$ cat config.mk
export PLATFORM = sky130hd
export DESIGN_NAME = replay_window_cache_flat
export DESIGN_NICKNAME = d
export VERILOG_FILES = /design/src/rtl/rwc_pkg.sv /design/src/rtl/rwc_ifs.sv /design/src/rtl/rwc_datapath.sv /design/src/rtl/rwc_ctrl.sv /design/src/rtl/replay_window_cache.sv /design/src/flat_wrapper.sv
export SDC_FILE = /design/constraint.sdc
export NUM_CORES = 1
export LEC_CHECK = 0
export BUFFER_PORTS_ARGS = -buffer_cell sky130_fd_sc_hd__buf_2
export CAP_MARGIN = 20
export CORE_AREA = 4 4 263 265
export DETAILED_ROUTE_END_ITERATION = 16
export DIE_AREA = 0 0 267 269
export PLACE_DENSITY = 0.76
export SETUP_SLACK_MARGIN = 0.1
export SLEW_MARGIN = 15
export SYNTH_ARGS = -nofsm -noshare
export SYNTH_HDL_FRONTEND = slang
export SYNTH_HIERARCHICAL = 1
export SYNTH_SLANG_ARGS = --single-unit
$ cat constraint.sdc
create_clock -name clk_i -period 6.83 [get_ports clk_i]
set_input_delay 0.683 -clock clk_i [delete_from_list [all_inputs] [get_ports clk_i]]
set_output_delay 0.683 -clock clk_i [all_outputs]
set_load 0.05 [all_outputs]
$ cat src/rtl/rwc_pkg.sv
package rwc_pkg;

  // Ring depth (1 to 64)
  localparam int unsigned ENTRIES = 8;
  localparam int unsigned IDX_W   = (ENTRIES > 1) ? $clog2(ENTRIES) : 1;

  localparam int unsigned NONCE_W = 32;
  localparam int unsigned GROUP_W = 16;
  localparam int unsigned KIND_W  = 8;

  typedef enum logic [0:0] {
    OP_CHECK = 1'b0,
    OP_CLEAR = 1'b1
  } op_e;

  typedef struct packed {
    logic [NONCE_W-1:0] reader_nonce;
    logic [NONCE_W-1:0] target_nonce;
    logic [GROUP_W-1:0] group;
    logic [KIND_W-1:0]  request_kind;
  } tuple_t;

  // controller -> datapath
  typedef struct packed {
    logic capture;  // latch the accepted transaction
    logic commit;   // apply lookup result to the ring
  } ctrl_cmd_t;

  // datapath -> controller
  typedef struct packed {
    logic hit;      // tuple matches a valid entry
    logic clear;    // latched op is a clear
  } dp_status_t;

endpackage

$ cat src/rtl/rwc_ifs.sv
interface rwc_req_if;
  import rwc_pkg::*;

  logic                valid;
  logic                ready;
  op_e                 op;
  logic [NONCE_W-1:0]  reader_nonce;
  logic [NONCE_W-1:0]  target_nonce;
  logic [GROUP_W-1:0]  group;
  logic [KIND_W-1:0]   request_kind;

  modport source (
    output valid, op, reader_nonce, target_nonce, group, request_kind,
    input  ready
  );

  modport sink (
    input  valid, op, reader_nonce, target_nonce, group, request_kind,
    output ready
  );
endinterface

interface rwc_rsp_if;
  logic valid;
  logic ready;
  logic fresh;

  modport source (
    output valid, fresh,
    input  ready
  );

  modport sink (
    input  valid, fresh,
    output ready
  );
endinterface

$ cat src/rtl/rwc_datapath.sv
module rwc_datapath (
  input  logic                clk_i,
  input  logic                rst_ni,
  input  rwc_pkg::ctrl_cmd_t  cmd_i,
  input  rwc_pkg::op_e        op_i,
  input  rwc_pkg::tuple_t     tuple_i,
  output rwc_pkg::dp_status_t status_o
);
  import rwc_pkg::*;

  op_e                op_q;
  tuple_t             tuple_q;
  tuple_t             mem_q [ENTRIES];
  logic [ENTRIES-1:0] valid_q, valid_d;
  logic [IDX_W-1:0]   ptr_q, ptr_d;
  logic [ENTRIES-1:0] match;
  logic               insert;

  always_ff @(posedge clk_i) begin
    if (cmd_i.capture) begin
      op_q    <= op_i;
      tuple_q <= tuple_i;
    end
  end

  // one comparator per entry
  always_comb begin
    for (int i = 0; i < ENTRIES; i++) begin
      match[i] = valid_q[i] && (mem_q[i] == tuple_q);
    end
  end

  assign status_o.hit   = |match;
  assign status_o.clear = (op_q == OP_CLEAR);

  assign insert = cmd_i.commit && !status_o.clear && !status_o.hit;

  always_comb begin
    valid_d = valid_q;
    ptr_d   = ptr_q;
    if (cmd_i.commit && status_o.clear) begin
      valid_d = '0;
      ptr_d   = '0;
    end else if (insert) begin
      valid_d[ptr_q] = 1'b1;
      ptr_d = (ptr_q == IDX_W'(ENTRIES - 1)) ? '0 : ptr_q + IDX_W'(1);
    end
  end

  always_ff @(posedge clk_i or negedge rst_ni) begin
    if (!rst_ni) begin
      valid_q <= '0;
      ptr_q   <= '0;
    end else begin
      valid_q <= valid_d;
      ptr_q   <= ptr_d;
    end
  end

  always_ff @(posedge clk_i) begin
    if (insert) begin
      mem_q[ptr_q] <= tuple_q;
    end
  end

`ifndef NO_ASSERTIONS
  a_insert_sets_valid: assert property (@(posedge clk_i) disable iff (!rst_ni)
    insert |=> valid_q[$past(ptr_q)])
    else $error("inserted entry not marked valid");

  a_clear_empties: assert property (@(posedge clk_i) disable iff (!rst_ni)
    cmd_i.commit && status_o.clear |=> valid_q == '0 && ptr_q == '0)
    else $error("clear left valid entries or pointer");

  a_hit_no_change: assert property (@(posedge clk_i) disable iff (!rst_ni)
    cmd_i.commit && !status_o.clear && status_o.hit |=> $stable(valid_q) && $stable(ptr_q))
    else $error("replay altered the ring");
`endif

endmodule

$ cat src/rtl/rwc_ctrl.sv
module rwc_ctrl (
  input  logic                clk_i,
  input  logic                rst_ni,
  input  logic                req_valid_i,
  output logic                req_ready_o,
  output logic                rsp_valid_o,
  input  logic                rsp_ready_i,
  output logic                fresh_o,
  output rwc_pkg::ctrl_cmd_t  cmd_o,
  input  rwc_pkg::dp_status_t status_i
);
  import rwc_pkg::*;

  typedef enum logic [0:0] {
    S_IDLE = 1'b0,
    S_EXEC = 1'b1
  } state_e;

  state_e state_q;
  logic   out_valid_q;
  logic   fresh_q;
  logic   can_load;

  // result register free, or being drained this cycle
  assign can_load = !out_valid_q || rsp_ready_i;

  assign req_ready_o   = (state_q == S_IDLE);
  assign cmd_o.capture = (state_q == S_IDLE) && req_valid_i;
  assign cmd_o.commit  = (state_q == S_EXEC) && can_load;

  assign rsp_valid_o = out_valid_q;
  assign fresh_o     = fresh_q;

  always_ff @(posedge clk_i or negedge rst_ni) begin
    if (!rst_ni) begin
      state_q     <= S_IDLE;
      out_valid_q <= 1'b0;
      fresh_q     <= 1'b0;
    end else begin
      // a new result replaces one that drains in the same cycle
      if (cmd_o.commit) begin
        out_valid_q <= 1'b1;
        fresh_q     <= !status_i.clear && !status_i.hit;
      end else if (out_valid_q && rsp_ready_i) begin
        out_valid_q <= 1'b0;
      end
      case (state_q)
        S_IDLE: begin
          if (req_valid_i) begin
            state_q <= S_EXEC;
          end
        end
        S_EXEC: begin
          if (can_load) begin
            state_q <= S_IDLE;
          end
        end
        default: state_q <= S_IDLE;
      endcase
    end
  end

`ifndef NO_ASSERTIONS
  a_commit_loads_result: assert property (@(posedge clk_i) disable iff (!rst_ni)
    cmd_o.commit |=> out_valid_q)
    else $error("commit without result");

  a_capture_to_exec: assert property (@(posedge clk_i) disable iff (!rst_ni)
    cmd_o.capture |=> state_q == S_EXEC)
    else $error("capture did not start lookup");

  a_stall_holds_exec: assert property (@(posedge clk_i) disable iff (!rst_ni)
    state_q == S_EXEC && out_valid_q && !rsp_ready_i |=> state_q == S_EXEC)
    else $error("lookup left while result blocked");
`endif

endmodule

$ cat src/rtl/replay_window_cache.sv
// Replay window cache: keeps the last rwc_pkg::ENTRIES message tuples
// (reader nonce, target nonce, group, request kind) in a ring. A check
// transaction (op = OP_CHECK) returns fresh = 1 and stores the tuple over the
// oldest slot when no valid entry matches, or fresh = 0 and leaves the ring
// untouched on a replay. A clear transaction (op = OP_CLEAR) drops every entry,
// rewinds the ring pointer and returns fresh = 0. Every request gives exactly
// one response. A request is first registered; then all entries are compared
// in parallel and the ring is updated, and the input takes no new transaction
// until that lookup has completed. The response
// sits in an output register, so a new request is taken while the previous
// response waits; if that response is still not taken when the next lookup
// completes, the lookup holds until it drains. No clearing pass after reset:
// entry valid bits reset at once and the block is ready as soon as reset ends.
module replay_window_cache (
  input  logic clk_i,
  input  logic rst_ni,
  rwc_req_if.sink   req_i,
  rwc_rsp_if.source rsp_o
);
  import rwc_pkg::*;

  ctrl_cmd_t  cmd;
  dp_status_t status;
  tuple_t     tuple;

  assign tuple.reader_nonce = req_i.reader_nonce;
  assign tuple.target_nonce = req_i.target_nonce;
  assign tuple.group        = req_i.group;
  assign tuple.request_kind = req_i.request_kind;

  // sequencing and response register
  rwc_ctrl u_ctrl (
    .clk_i       (clk_i),
    .rst_ni      (rst_ni),
    .req_valid_i (req_i.valid),
    .req_ready_o (req_i.ready),
    .rsp_valid_o (rsp_o.valid),
    .rsp_ready_i (rsp_o.ready),
    .fresh_o     (rsp_o.fresh),
    .cmd_o       (cmd),
    .status_i    (status)
  );

  // tuple store, comparators and ring pointer
  rwc_datapath u_datapath (
    .clk_i    (clk_i),
    .rst_ni   (rst_ni),
    .cmd_i    (cmd),
    .op_i     (req_i.op),
    .tuple_i  (tuple),
    .status_o (status)
  );

endmodule
$ cat src/flat_wrapper.sv
// flat-port wrapper written by rule: the top's interface ports become plain ports
module replay_window_cache_flat import rwc_pkg::*;
  (clk_i, rst_ni, req_i_valid, req_i_op, req_i_reader_nonce, req_i_target_nonce, req_i_group, req_i_request_kind, req_i_ready, rsp_o_valid, rsp_o_fresh, rsp_o_ready);
  rwc_req_if req_i_i ();
  rwc_rsp_if rsp_o_i ();
  input  logic clk_i;
  input  logic rst_ni;
  input wire logic [$bits(req_i_i.valid)-1:0] req_i_valid;
  input wire logic [$bits(req_i_i.op)-1:0] req_i_op;
  input wire logic [$bits(req_i_i.reader_nonce)-1:0] req_i_reader_nonce;
  input wire logic [$bits(req_i_i.target_nonce)-1:0] req_i_target_nonce;
  input wire logic [$bits(req_i_i.group)-1:0] req_i_group;
  input wire logic [$bits(req_i_i.request_kind)-1:0] req_i_request_kind;
  output wire logic [$bits(req_i_i.ready)-1:0] req_i_ready;
  output wire logic [$bits(rsp_o_i.valid)-1:0] rsp_o_valid;
  output wire logic [$bits(rsp_o_i.fresh)-1:0] rsp_o_fresh;
  input wire logic [$bits(rsp_o_i.ready)-1:0] rsp_o_ready;
  assign req_i_i.valid = req_i_valid;
  assign req_i_i.op = req_i_op;
  assign req_i_i.reader_nonce = req_i_reader_nonce;
  assign req_i_i.target_nonce = req_i_target_nonce;
  assign req_i_i.group = req_i_group;
  assign req_i_i.request_kind = req_i_request_kind;
  assign req_i_ready = req_i_i.ready;
  assign rsp_o_valid = rsp_o_i.valid;
  assign rsp_o_fresh = rsp_o_i.fresh;
  assign rsp_o_i.ready = rsp_o_ready;
  replay_window_cache u_core (.clk_i(clk_i), .rst_ni(rst_ni), .req_i(req_i_i), .rsp_o(rsp_o_i));
endmodule
==> flow_metrics.tcl <==
set metrics [dict create \
    run_status "finished, final reports clean" \
    period_minus_slack_ns 5.17 \
    synthTopCellsByArea "edfxtp_1 (72%), xnor2_1 (9.3%), xor2_1 (3.8%)" \
    grt_max_degree 89 \
    powerDensity_mw_per_mm2 308 \
    cp.arrival_ns 5.46 \
    placementRows 95 \
    cts_setup_buffers 0 \
    first_pass_iters 5 \
    path_clk_slew_ns 0.06 \
    crit_required_ns 7.12 \
    finish.instance_area_sq_mm 0.0384 \
    clock-sinks 807 \
    r2r_cells 10 \
    crit_buf_inv 3 \
    grt.overflow.total 0 \
    worst_r2r_endpoint "u_core/u_datapath/mem_q[6][77]" \
    tns_ns 0 \
    synth-seq-cells 807 \
    crit_slowest_cell "edfxtp_1" \
    syn_area_per_cell_sq_um 16.2 \
    globalplace.congestion 0.983 \
    vias 20100 \
    viasPerCell 6.23 \
    netlist_area_sq_mm 0.0332 \
    synth_ff_type "edfxtp_1" \
    core_area_sq_mm 0.0668 \
    cts_tree "yes" \
    yosysWarnings 6 \
    synth_edf_count 793 \
    root_buffer "clkbuf_16" \
    path_cells "inv_1, a221o_1, nor4_1, nand4_1, nor4_2, a2111oi_2, nand4_2, buf_4, nor2_4, buf_12" \
    synth_top_cell_by_area "edfxtp_1" \
    static-leakage-power_nw 12.5 \
    rsz0062_at_grt "false" \
    timing.max_cap.violations 0 \
    fin_crit_sh_pct 75.7 \
    crit_family "simple AND/OR/NAND/NOR gates" \
    ios 96 \
    cts_resized 0 \
    crit_end "u_core/u_datapath/mem_q[6][77]" \
    postSynthCellCount 2057 \
    hold_viol 0 \
    numCtsBuffers 85 \
    critPathCaptureType "register" \
    synth_top_area_share_pct 71.7 \
    path_class "register to register" \
    path_max_fanout 78 \
    ant_nets 0 \
    drtIter0Drc 3034 \
    final_cell_mix "edfxtp_1 (793), xnor2_1 (352), xor2_1 (145)" \
    critPathLaunch "u_core/u_datapath/tuple_q[64]" \
    cp_num_cells 10 \
    port_buffers 95 \
    nFillCells 5188 \
    fin_worst_skew_ns 0.0302 \
    wire_per_inst_microns 38.5 \
    reg2reg_slack_ns 1.66 \
    drive_above_1_share_pct 16.2 \
    worst_setup_path_start_kind "register" \
    grt.total_usage_pct 34.5 \
    ys_async_sr_fraction_pct 1.73 \
    grt_pass1_vias 19300 \
    clk_path_buf_depth 3 \
    grt_pass1_wl_microns 166000 \
    tightest_slew_ns 1.13 \
    slew_headroom_pct 24.5 \
    synth_nets 2152 \
    maxSlewViolCount 0 \
    seq_area_sq_mm 0.0242 \
    fp.dieArea_sq_mm 0.0718 \
    drc 0 \
    area_delta_synth_final_pct 15.6 \
    routed_wl_microns 124000 \
    setup_viol_count_final 0 \
    dieWidth_microns 267 \
    initial_core_util_pct 49.7 \
    ys_seq_area_share_pct 72.7 \
    multi_input_area_sq_mm 0.00831 \
    max_stage_delay_ns 1.01 \
    vdd.ir_drop.worst_v 0.000254 \
    post_dp_cell_area_sq_mm 0.0356 \
    antenna_found_initial 9 \
    die_h_microns 269 \
    hold_class "input pin to register" \
    layout_commonest_cell "edfxtp_1" \
    htreeDepth 3 \
    ys_types 54 \
    clkLatencyLatePin_ns 0.66 \
    r2r_start "u_core/u_datapath/tuple_q[64]" \
    max_freq_mhz 194 \
    fin_nets 2383 \
    dp_hpwl_microns 89600 \
    cts_hold_buf 1 \
]
## layer usage
layer  share of wire [%]  GRT usage, %
met1                  40          48.4
met2                  47          54.9
met3                 9.4          6.30
met4                 3.9          12.2
met5                   0             0
## synth_stat cells, types with 14 or more instances
cell and instances:
edfxtp_1 793, xnor2_1 352, xor2_1 145, nand4_1 104
nand2b_1 98, inv_1 93, nor4_1 88, buf_2 76
o22ai_1 41, o2111ai_1 31, o2bb2ai_1 26, a22o_1 25
nand2_1 23, nor2b_1 18, dfrtp_1 14, nor2_1 14
## registers in the layout, indices dropped and copies added, names as in the netlist
register / flops
u_core/u_datapath/mem_q: 704
u_core/u_datapath/tuple_q: 88
u_core/u_ctrl/state_q: 1
u_core/u_ctrl/fresh_o: 1
u_core/u_datapath/op_q: 1
u_core/u_datapath/valid_q: 8
u_core/u_datapath/ptr_q: 3
u_core/u_ctrl/rsp_valid_o: 1
## worst min-delay path by stage
stage,depth (start not counted),start,slack (ns),end
after CTS,1,req_i_target_nonce[17],0.17,u_core/u_datapath/tuple_q[41]
after floorplan,0,rst_ni,0.39,u_core/u_ctrl/fresh_o
after global routing,1,req_i_reader_nonce[18],0.18,u_core/u_datapath/tuple_q[74]
after detailed placement,2,u_core/u_datapath/valid_q[6],0.49,u_core/u_datapath/valid_q[6]
after global placement,2,u_core/u_datapath/valid_q[6],0.49,u_core/u_datapath/valid_q[6]
final,1,req_i_target_nonce[17],0.20,u_core/u_datapath/tuple_q[41]
## final cells by class
type	instances	area share [%]
antenna	5	0.0326
clock buffer	98	5.67
clock inverter	54	1.54
inverter	96	0.938
multi-input combinational	1064	21.6
sequential	807	62.9
tap	873	2.84
timing repair buffer	234	4.41
## metrics by stage
stage	worst slack (ns)	cells	hold WS (ns)	util, %	total power, mW
global route	1.53	3226	0.184	57.5	12.1
finish	1.66	3231	0.200	57.5	11.8
detailed placement	1.76	3073	0.492	53.3	7.25
global placement	1.35	3068	0.487	53.2	7.23
floorplan	0.543	2057	0.387	-	6.61
CTS	1.72	3226	0.172	57.5	11.8
## cells by family after synthesis
kind of cell | share of synthesized area, %
fa+ha+maj | 0.0753
mux | 0.105
compound gates | 4.55
xor+xnor | 13.1
simple gates | 6.88
flops | 72.7
buf+inv | 2.55
## where the power goes
part	internal [mW]	switching (mW)
clock	2.65	1.99
combinational	0.376	0.783
sequential	5.73	0.281
Power figures use the tool's default switching activity.
